File: config.mk
export PLATFORM = sky130hd
export DESIGN_NAME = three_cell_charge_balance_controller
export DESIGN_NICKNAME = d
export VERILOG_FILES = /design/src/hdl/tccbc_pkg.sv /design/src/hdl/three_cell_charge_balance_controller.sv /design/src/hdl/tccbc_step.sv
export SDC_FILE = /design/constraint.sdc
export NUM_CORES = 1
export LEC_CHECK = 0
export ABC_AREA = 1
export BUFFER_PORTS_ARGS = -buffer_cell sky130_fd_sc_hd__buf_2
export CORE_ASPECT_RATIO = 1.4
export CORE_MARGIN = 2
export CORE_UTILIZATION = 45
export CTS_CLUSTER_SIZE = 10
export DETAILED_ROUTE_END_ITERATION = 10
export PLACE_DENSITY = 0.76
export REMOVE_ABC_BUFFERS = 1
export SLEW_MARGIN = 15
export SYNTH_ARGS = -nofsm -noshare
export SYNTH_HDL_FRONTEND = slang
export SYNTH_HIERARCHICAL = 1
export SYNTH_SLANG_ARGS = --single-unit
File: constraint.sdc
create_clock -name clk -period 9.7 [get_ports clk]
set_input_delay 1.94 -clock clk [delete_from_list [all_inputs] [get_ports clk]]
set_output_delay 1.94 -clock clk [all_outputs]
set_load 0.03 [all_outputs]
File: src/hdl/tccbc_pkg.sv
package tccbc_pkg;

  // Output mode codes
  localparam logic [1:0] MODE_STANDBY     = 2'd0;
  localparam logic [1:0] MODE_CHARGING    = 2'd1;
  localparam logic [1:0] MODE_DISCHARGING = 2'd2;

  // Full indicator codes
  localparam logic [1:0] FULL_OFF   = 2'd0;
  localparam logic [1:0] FULL_ON    = 2'd1;
  localparam logic [1:0] FULL_BLINK = 2'd2;

  // Register indexes (paddr[3:2])
  localparam logic [1:0] REG_CHARGE_VOLTAGE = 2'd0;
  localparam logic [1:0] REG_CHARGE_CURRENT = 2'd1;
  localparam logic [1:0] REG_OVERVOLTAGE    = 2'd2;
  localparam logic [1:0] REG_LOW_CELL       = 2'd3;

  // Register reset values
  localparam logic [13:0] CHARGE_VOLTAGE_RST = 14'd12600;
  localparam logic [12:0] CHARGE_CURRENT_RST = 13'd2000;
  localparam logic [12:0] OVERVOLTAGE_RST    = 13'd4200;
  localparam logic [12:0] LOW_CELL_RST       = 13'd2800;

  // Charge control limits, mV / mA
  localparam logic [12:0]        LO_START        = 13'd5000;
  localparam logic [12:0]        HI_BALANCE_MIN  = 13'd4000;
  localparam logic [12:0]        SPREAD_BALANCE  = 13'd10;
  localparam logic [12:0]        SPREAD_CLEAR    = 13'd20;
  localparam logic [12:0]        EOC_MARGIN      = 13'd50;
  localparam logic [13:0]        RECHARGE_MARGIN = 14'd100;
  localparam logic [12:0]        OVT_SET_MARGIN  = 13'd10;
  localparam logic [12:0]        OVT_CLR_MARGIN  = 13'd40;
  localparam logic signed [15:0] TERM_CURRENT    = 16'sd400;
  localparam logic signed [15:0] DISCHARGE_LIMIT = -16'sd1;

  // Pack level bar marks, mV
  localparam int LEVEL_STEPS = 7;
  localparam logic [13:0] LEVEL_MARKS [LEVEL_STEPS] = '{
    14'd12300, 14'd11400, 14'd10950, 14'd10350, 14'd9900, 14'd9450, 14'd9000
  };

  typedef enum logic [2:0] {
    ST_STANDBY     = 3'b001,
    ST_CHARGING    = 3'b010,
    ST_DISCHARGING = 3'b100
  } mode_state_t;

  typedef struct packed {
    mode_state_t mode;
    logic        charger_on;
    logic        reduced;
    logic [1:0]  balance;
  } state_t;

  typedef struct packed {
    logic [13:0] charge_voltage;
    logic [12:0] charge_current;
    logic [12:0] overvoltage;
    logic [12:0] low_cell;
  } cfg_t;

  typedef struct packed {
    logic [12:0]        cell_one_mv;
    logic [12:0]        cell_two_mv;
    logic [12:0]        cell_three_mv;
    logic [13:0]        pack_mv;
    logic signed [15:0] pack_current_ma;
    logic               charger_pin_high;
    logic               show_status;
  } item_t;

  typedef struct packed {
    logic [1:0] mode;
    logic       charger_enable;
    logic [1:0] balance_cell;
    logic       reduce_current;
    logic       low_power_request;
    logic       watchdog_kick;
    logic       charge_leds_on;
    logic [1:0] full_led;
    logic [2:0] low_cell_blink;
    logic [2:0] level_bar;
    logic       level_shown;
  } result_t;

endpackage

File: src/hdl/three_cell_charge_balance_controller.sv
// Three-cell charge balance controller. Each input word is one periodic
// tick carrying the three cell voltages, pack voltage, signed pack current,
// the charger-present pin (active low) and the level-display request; each
// tick yields exactly one result word with the next mode, charger enable,
// balance cell, reduced-current request, the low-power and watchdog pulses,
// the LED indications and the 0..7 level bar. An accepted word passes the
// input register, then the result register, and a new word is taken every
// cycle while in_stall is low: the whole tick evaluation is one pass of
// compare logic between the two registers, and the controller state
// updates as a word moves into the result register. in_stall rises
// only when the result register is full and stalled. Thresholds are written
// over the APB port at 0x0 (charge voltage, 14 b), 0x4 (charge current, 13 b),
// 0x8 (cell overvoltage, 13 b) and 0xC (low cell, 13 b); write them only
// while no tick is in flight. Reads return the stored values.
module three_cell_charge_balance_controller (
  input  logic               clk,
  input  logic               rst,
  // input channel
  input  logic               in_valid,
  output logic               in_stall,
  input  logic [12:0]        cell_one_mv,
  input  logic [12:0]        cell_two_mv,
  input  logic [12:0]        cell_three_mv,
  input  logic [13:0]        pack_mv,
  input  logic signed [15:0] pack_current_ma,
  input  logic               charger_pin_high,
  input  logic               show_status,
  // result channel
  output logic               out_valid,
  input  logic               out_stall,
  output logic [1:0]         mode,
  output logic               charger_enable,
  output logic [1:0]         balance_cell,
  output logic               reduce_current,
  output logic               low_power_request,
  output logic               watchdog_kick,
  output logic               charge_leds_on,
  output logic [1:0]         full_led,
  output logic [2:0]         low_cell_blink,
  output logic [2:0]         level_bar,
  output logic               level_shown,
  // config port
  input  logic               psel,
  input  logic               penable,
  input  logic               pwrite,
  input  logic [3:0]         paddr,
  input  logic [31:0]        pwdata,
  output logic [31:0]        prdata,
  output logic               pready
);

  tccbc_pkg::cfg_t    cfg;
  tccbc_pkg::state_t  state;
  tccbc_pkg::state_t  state_next;
  tccbc_pkg::item_t   s1_item;
  tccbc_pkg::result_t step_result;
  tccbc_pkg::result_t res;
  logic               s1_valid;
  logic               s1_adv;
  logic               in_take;
  logic               cfg_wr;

  // ---------------- config registers ----------------
  assign pready = 1'b1;
  assign cfg_wr = psel && penable && pwrite;

  always_ff @(posedge clk) begin
    if (rst) begin
      cfg.charge_voltage <= tccbc_pkg::CHARGE_VOLTAGE_RST;
      cfg.charge_current <= tccbc_pkg::CHARGE_CURRENT_RST;
      cfg.overvoltage    <= tccbc_pkg::OVERVOLTAGE_RST;
      cfg.low_cell       <= tccbc_pkg::LOW_CELL_RST;
    end else if (cfg_wr) begin
      unique case (paddr[3:2])
        tccbc_pkg::REG_CHARGE_VOLTAGE: cfg.charge_voltage <= pwdata[13:0];
        tccbc_pkg::REG_CHARGE_CURRENT: cfg.charge_current <= pwdata[12:0];
        tccbc_pkg::REG_OVERVOLTAGE:    cfg.overvoltage    <= pwdata[12:0];
        tccbc_pkg::REG_LOW_CELL:       cfg.low_cell       <= pwdata[12:0];
        default: ;
      endcase
    end
  end

  always_comb begin
    unique case (paddr[3:2])
      tccbc_pkg::REG_CHARGE_VOLTAGE: prdata = 32'(cfg.charge_voltage);
      tccbc_pkg::REG_CHARGE_CURRENT: prdata = 32'(cfg.charge_current);
      tccbc_pkg::REG_OVERVOLTAGE:    prdata = 32'(cfg.overvoltage);
      tccbc_pkg::REG_LOW_CELL:       prdata = 32'(cfg.low_cell);
      default:                       prdata = '0;
    endcase
  end

  // ---------------- handshake ----------------
  // the input register drains whenever the result register is free or being read
  assign s1_adv   = s1_valid && (!out_valid || !out_stall);
  assign in_stall = s1_valid && !s1_adv;
  assign in_take  = in_valid && !in_stall;

  always_ff @(posedge clk) begin
    if (rst) begin
      s1_valid <= 1'b0;
    end else if (!in_stall) begin
      s1_valid <= in_valid;
    end
  end

  always_ff @(posedge clk) begin
    if (in_take) begin
      s1_item.cell_one_mv      <= cell_one_mv;
      s1_item.cell_two_mv      <= cell_two_mv;
      s1_item.cell_three_mv    <= cell_three_mv;
      s1_item.pack_mv          <= pack_mv;
      s1_item.pack_current_ma  <= pack_current_ma;
      s1_item.charger_pin_high <= charger_pin_high;
      s1_item.show_status      <= show_status;
    end
  end

  // ---------------- tick evaluation ----------------
  tccbc_step u_step (
    .state      (state),
    .cfg        (cfg),
    .item       (s1_item),
    .state_next (state_next),
    .result     (step_result)
  );

  // controller state commits when its word enters the result register
  always_ff @(posedge clk) begin
    if (rst) begin
      state.mode       <= tccbc_pkg::ST_STANDBY;
      state.charger_on <= 1'b0;
      state.reduced    <= 1'b0;
      state.balance    <= '0;
    end else if (s1_adv) begin
      state <= state_next;
    end
  end

  // ---------------- result register ----------------
  always_ff @(posedge clk) begin
    if (rst) begin
      out_valid <= 1'b0;
    end else if (!out_valid || !out_stall) begin
      out_valid <= s1_valid;
    end
  end

  always_ff @(posedge clk) begin
    if (s1_adv) begin
      res <= step_result;
    end
  end

  assign mode              = res.mode;
  assign charger_enable    = res.charger_enable;
  assign balance_cell      = res.balance_cell;
  assign reduce_current    = res.reduce_current;
  assign low_power_request = res.low_power_request;
  assign watchdog_kick     = res.watchdog_kick;
  assign charge_leds_on    = res.charge_leds_on;
  assign full_led          = res.full_led;
  assign low_cell_blink    = res.low_cell_blink;
  assign level_bar         = res.level_bar;
  assign level_shown       = res.level_shown;

  // ---------------- checks ----------------
  // charger can only be held on while the controller sits in charging
  a_charger_in_charging: assert property (@(posedge clk) disable iff (rst)
    state.charger_on |-> state.mode == tccbc_pkg::ST_CHARGING)
    else $error("charger on outside charging mode");

  // a balance cell is only selected with the charger running
  a_balance_needs_charger: assert property (@(posedge clk) disable iff (rst)
    state.balance != 2'd0 |-> state.charger_on)
    else $error("balancing without charger");

  // a word leaving the input register always lands in the result register
  a_advance_lands: assert property (@(posedge clk) disable iff (rst)
    s1_adv |=> out_valid)
    else $error("advanced word lost");

  // the unused mode code never shows up on a result
  a_mode_code: assert property (@(posedge clk) disable iff (rst)
    out_valid |-> mode != 2'd3)
    else $error("illegal mode code on result");

endmodule

File: src/hdl/tccbc_step.sv
module tccbc_step (
  input  tccbc_pkg::state_t  state,
  input  tccbc_pkg::cfg_t    cfg,
  input  tccbc_pkg::item_t   item,
  output tccbc_pkg::state_t  state_next,
  output tccbc_pkg::result_t result
);

  logic [12:0] cells [3];
  logic [12:0] hi;
  logic [12:0] lo;
  logic [1:0]  hi_idx;
  logic [12:0] spread;
  logic [14:0] hi_x3;
  logic [14:0] hi_m_x3;
  logic        above_eoc;
  logic        near_eoc;
  logic signed [16:0] cur_p1;
  logic signed [20:0] cur_p1_x10;
  logic        below_taper;
  logic [2:0]  level;
  tccbc_pkg::mode_state_t mode_new;

  assign cells[0] = item.cell_one_mv;
  assign cells[1] = item.cell_two_mv;
  assign cells[2] = item.cell_three_mv;

  // highest cell (lowest index wins ties), lowest cell clamped at start value
  always_comb begin
    hi     = '0;
    hi_idx = '0;
    lo     = tccbc_pkg::LO_START;
    for (int i = 0; i < 3; i++) begin
      if (cells[i] > hi) begin
        hi     = cells[i];
        hi_idx = 2'(i + 1);
      end
      if (cells[i] < lo) begin
        lo = cells[i];
      end
    end
  end

  assign spread = hi - lo;

  // hi > floor(V/3) <=> 3*hi > V; same with the 50 mV margin folded into hi
  assign hi_x3     = 15'(hi) * 15'd3;
  assign hi_m_x3   = (15'(hi) + 15'(tccbc_pkg::EOC_MARGIN)) * 15'd3;
  assign above_eoc = hi_x3 > 15'(cfg.charge_voltage);
  assign near_eoc  = hi_m_x3 > 15'(cfg.charge_voltage);

  // cur < floor(I/10) <=> 10*(cur+1) <= I
  assign cur_p1      = 17'(item.pack_current_ma) + 17'sd1;
  assign cur_p1_x10  = 21'(cur_p1) * 21'sd10;
  assign below_taper = cur_p1_x10 <= $signed({8'd0, cfg.charge_current});

  always_comb begin
    level = '0;
    for (int k = 0; k < tccbc_pkg::LEVEL_STEPS; k++) begin
      level = level + 3'(item.pack_mv > tccbc_pkg::LEVEL_MARKS[k]);
    end
  end

  always_comb begin
    state_next               = state;
    result                   = '0;
    result.full_led          = tccbc_pkg::FULL_OFF;

    unique case (state.mode)
      tccbc_pkg::ST_CHARGING: begin
        if (state.charger_on) begin
          if ((below_taper || item.pack_current_ma < tccbc_pkg::TERM_CURRENT)
              && near_eoc) begin
            state_next.charger_on = 1'b0;
            state_next.balance    = '0;
          end else begin
            result.charge_leds_on = 1'b1;
            result.full_led       = tccbc_pkg::FULL_BLINK;
            if (above_eoc || (hi > tccbc_pkg::HI_BALANCE_MIN &&
                              spread > tccbc_pkg::SPREAD_BALANCE)) begin
              state_next.balance = hi_idx;
            end else begin
              state_next.balance = '0;
            end
            if (14'(hi) + 14'(tccbc_pkg::OVT_SET_MARGIN) > 14'(cfg.overvoltage)) begin
              state_next.reduced = 1'b1;
            end else if ((14'(hi) + 14'(tccbc_pkg::OVT_CLR_MARGIN) < 14'(cfg.overvoltage)
                          && spread < tccbc_pkg::SPREAD_CLEAR)
                         || hi < tccbc_pkg::HI_BALANCE_MIN) begin
              state_next.reduced = 1'b0;
            end
          end
        end else if (15'(item.pack_mv) + 15'(tccbc_pkg::RECHARGE_MARGIN)
                     < 15'(cfg.charge_voltage)) begin
          result.low_power_request = 1'b1;
          state_next.charger_on    = 1'b1;
        end else begin
          result.full_led       = tccbc_pkg::FULL_ON;
          state_next.charger_on = 1'b0;
          state_next.balance    = '0;
        end
        result.watchdog_kick = 1'b1;
      end
      tccbc_pkg::ST_DISCHARGING: begin
        for (int i = 0; i < 3; i++) begin
          result.low_cell_blink[i] = cells[i] < cfg.low_cell;
        end
      end
      default: ;
    endcase

    // mode selection; leaving a mode without the charger shuts it down
    if (!item.charger_pin_high) begin
      mode_new = tccbc_pkg::ST_CHARGING;
    end else begin
      mode_new = (item.pack_current_ma < tccbc_pkg::DISCHARGE_LIMIT) ?
                 tccbc_pkg::ST_DISCHARGING : tccbc_pkg::ST_STANDBY;
      if (state.mode != mode_new) begin
        state_next.balance       = '0;
        state_next.charger_on    = 1'b0;
        result.low_power_request = 1'b1;
        result.watchdog_kick     = 1'b1;
      end
    end
    state_next.mode = mode_new;

    unique case (mode_new)
      tccbc_pkg::ST_CHARGING:    result.mode = tccbc_pkg::MODE_CHARGING;
      tccbc_pkg::ST_DISCHARGING: result.mode = tccbc_pkg::MODE_DISCHARGING;
      default:                   result.mode = tccbc_pkg::MODE_STANDBY;
    endcase

    result.charger_enable = state_next.charger_on;
    result.balance_cell   = state_next.balance;
    result.reduce_current = state_next.reduced;
    result.level_bar      = item.show_status ? level : 3'd0;
    result.level_shown    = item.show_status;
  end

endmodule

==> qor.yml <==
timing_worst_setup_path_type: "flop to flop"
die_w_um: 156.2
worstRegToRegCells: 44
start_util_pct: 45.34
synth_sequential_area_ratio_pct: 26.80
worst_margin_pin_slew_ns: 0.9892
post_synth_simple_gate_area_pct: 24.32
signal_arrival_time_at_the_worst_endpoint_ns: 8.30
cp_slowest_cell: "edfxtp_1"
drtIter0Drc: 655
synth_ff_type: "edfxtp_1"
number_of_antenna_violations_at_the_first_check_in_global_routing: 2
critical-path-top-cell-by-count: "a21oi_1"
placement.io_buffers: 127
worst_setup_path_startpoint: "s1_item[60]"
first_global_vias: 12970
synth_top_family_by_area: "simple AND/OR/NAND/NOR gates"
totalNegativeSetupSlack_ns: 0
total_power_mw: 3.206
cts-buffers-inserted: 17
cts_setup_buffers: 0
worst_reg_to_reg_setup_slack_ns: 1.80
number_of_enable_type_register_cells_in_the_synthesized_netlist: 89
pin_count_of_the_biggest_net_entering_global_routing: 61
cts_max_level: 4
drt_pre_antenna_iters: 5
clk_pin_slew_ns: 0.08
holdCritPathClass: "flop to flop"
route.detailed.drc: 0
skew_ns: 0.01795
tritoncts: "built"
post_cts_resize_count: 0
layout-drive-gt1-share_pct: 10.86
worst_slew_margin_rel_pct: 33.98
placeableCoreArea_um2: 32210
synthXorXnorAreaFrac_pct: 5.099
clk_latency_ns: 0.46
io-pin-count: 167
chipHeight_um: 217.1
worst_setup_path_endpoint: "state[1]"
synth_cell_types: 62
timing.critical_path.to_type: "flop"
post_dp_hpwl_mm: 32.11
clock_tree.root_cell: "clkbuf_16"
layout_worst_path_cycle_share_pct: 81.42
synth-compound-area-share_pct: 12.05
timing.critical_path.required_ns: 10.10
cp.depth: 44
std_cell_rows: 78
number_of_endpoints_failing_setup_at_the_final_stage: 0
cts-hold-fix-buffers: 0
final_hold_violations: 0
grt_remaining_overflow: 0
warning_count_from_the_yosys_run: 6
worstPathBufferInverterCount: 5
syn2layout_area_growth_pct: 9.349
route.vias.total: 13240
synth-seq-cells: 151
avgViaCountPerCell: 5.410
timing.critical_path.slowest_cell_delay_ns: 0.50
vdd_drop_max_mv: 0.1568
reg2reg_start: "s1_item[60]"
power.leakage_nw: 7.839
layout_min_cycle_time_ns: 7.897
rsz0062_at_grt: "no"
regToRegEndpoint: "state[1]"
path_delay_family: "compound AO/OA/AOI/OAI gates"
timing.fmax_mhz: 126.6
fin_nets: 2401
gp_routability_congestion: 0.9560
remaining_antenna_violation_count: 0
grt_usage_pct: 23.70
syn_inst: 1925
syn-cell-area_um2: 14600
pwr_density_cell_nw_per_um2: 200.8
run_status: "finished, final reports clean"
routed_wire_length_per_instance_um: 16.04
fillers: 3144
ys_async_sr_fraction_pct: 0
critical_path_peak_fanout: 23
tritoncts_num_sinks: 151
post_synth_mux_area_share_pct: 0.1799
totalWireLength_mm: 39.24
clock_path_buffers: 2
grt_first_pass_wirelength_mm: 63.25
yosys.area_share.adder_pct: 22.21
cap_viol_max_count: 0
syn_avg_cell_area_um2: 7.585
die-area_um2: 33930
slew_violations: 0
critPathLaunchType: "flop"
-- metrics by stage --
| step | hold WS (ns) | cell area (µm²) | setup WS, ns | std cells | utilization [%] |
|---|---|---|---|---|---|
| floorplan | 0.4264 | 14250 | 3.117 | 1883 | - |
| global route | 0.4860 | 15960 | 1.058 | 2446 | 49.57 |
| CTS | 0.4632 | 15960 | 1.784 | 2445 | 49.56 |
| finish | 0.4574 | 15970 | 1.803 | 2447 | 49.58 |
| detailed placement | 0.4471 | 15410 | 1.788 | 2413 | 47.85 |
| global placement | 0.4361 | 15410 | 1.965 | 2413 | 47.85 |
-- worst min-delay path by stage --
stage	slack (ns)	start	depth (start not counted)	endpoint
floorplan	0.43	s1_item[0]	0	level_shown
detailed placement	0.45	s1_item[0]	0	level_shown
finish	0.46	s1_item[0]	0	level_shown
global route	0.49	s1_item[0]	0	level_shown
CTS	0.46	s1_item[0]	0	level_shown
global placement	0.44	s1_item[0]	0	level_shown
-- worst reg2reg max path: cells and delay by family, from the launching register on --
| family | cells | cell delay [ns] |
|---|---|---|
| adders and majority gates | 5 | 1.49 |
| DFF | 1 | 0.50 |
| and+or+nand+nor | 16 | 1.87 |
| muxes | 1 | 0.38 |
| xor gates and xnor gates | 2 | 0.52 |
| AOI/OAI and AO/OA | 15 | 2.39 |
| buffers and inverters | 5 | 0.68 |
-- layer usage --
metal / up-vias / routed length [µm] / global-route usage (%)
li1: 6650 / - / -
met1: 6086 / 14830 / 24.61
met2: 374 / 19980 / 43.05
met3: 126 / 1566 / 3.863
met4: 2 / 2851 / 16.51
met5: - / 13 / 0
-- sequential cells by signal, indices dropped and copies added, names as in the netlist, 2 cells and up --
| register | count |
|---|---|
| mode | 2 |
| low_cell_blink | 3 |
| balance_cell | 2 |
| s1_item | 71 |
| cfg | 53 |
| state | 7 |
| level_bar | 3 |
| full_led | 2 |
-- final cells by class --
cell class	count	area, µm²	share of cell area [%]
diodes	2	5.005	0.03135
clock buffers	17	425.4	2.664
clock inverters	15	126.4	0.7915
inverters	251	942.2	5.901
multi-input cells	1481	9395	58.84
flip-flops and latches	151	3914	24.51
well taps	400	500.5	3.135
repair buffers	130	658.1	4.122
-- cell usage in the layout (no fill, tap or decap), types with 3 or more instances in the layout --
cell type / netlist / final
o21ai_0: 91 / 91
nand4_1: 41 / 41
nand3_4: 3 / 3
nand2_1: 396 / 396
o31ai_1: 4 / 4
nand2_4: 6 / 6
nor2_2: 7 / 7
fa_1: 7 / 7
edfxtp_1: 89 / 89
a2111oi_0: 4 / 4
clkinvlp_4: 0 / 4
inv_6: 0 / 4
nor3_1: 15 / 15
nand3_1: 109 / 109
buf_4: 29 / 3
o211ai_1: 7 / 7
ha_1: 248 / 248
a31oi_1: 6 / 6
o21ai_1: 8 / 8
o221ai_1: 5 / 5
nand2_2: 15 / 15
a21oi_1: 134 / 134
inv_1: 243 / 242
buf_2: 8 / 127
xnor2_1: 21 / 21
a21o_1: 9 / 9
clkbuf_16: 0 / 17
inv_2: 6 / 7
o21ai_2: 9 / 9
dfxtp_1: 62 / 62
nor4_1: 8 / 8
clkinv_1: 2 / 6
nor2_1: 202 / 202
xor2_1: 64 / 64
a211oi_1: 12 / 12
conb_1: 2 / 19
-- power breakdown --
group          switching, mW  leakage, nW  internal [mW]
sequential            0.0312         1.37          0.713
combinational           1.13         6.21          0.689
clock                  0.287        0.255          0.352
-- synth_stat cells (7+ instances only) --
cell | instances | area share (%)
nand4_1 | 41 | 1.8
o21ai_0 | 91 | 3.1
clkbuf_1 | 14 | 0.36
o211ai_1 | 7 | 0.36
nor3_1 | 15 | 0.51
inv_1 | 243 | 6.2
dfxtp_1 | 62 | 8.5
nor2_2 | 7 | 0.30
nand2_2 | 15 | 0.64
a21oi_1 | 134 | 4.6
o21ai_2 | 9 | 0.54
ha_1 | 248 | 21
nor4_1 | 8 | 0.34
buf_2 | 8 | 0.27
edfxtp_1 | 89 | 18
a21o_1 | 9 | 0.46
o21ai_1 | 8 | 0.27
fa_1 | 7 | 0.96
nand3_1 | 109 | 3.7
buf_4 | 29 | 1.5
xnor2_1 | 21 | 1.3
xor2_1 | 64 | 3.8
a211oi_1 | 12 | 0.62
nor2_1 | 202 | 5.2
nand2_1 | 396 | 10
-- kinds of logic after synthesis --
group / after synthesis
AOI/OAI and AO/OA: 305
muxes: 2
adders and majority gates: 255
DFF: 151
other: 2
and+or+nand+nor: 815
xor gates and xnor gates: 85
buffers and inverters: 310
Note: power is estimated with default switching activity, not from simulation.
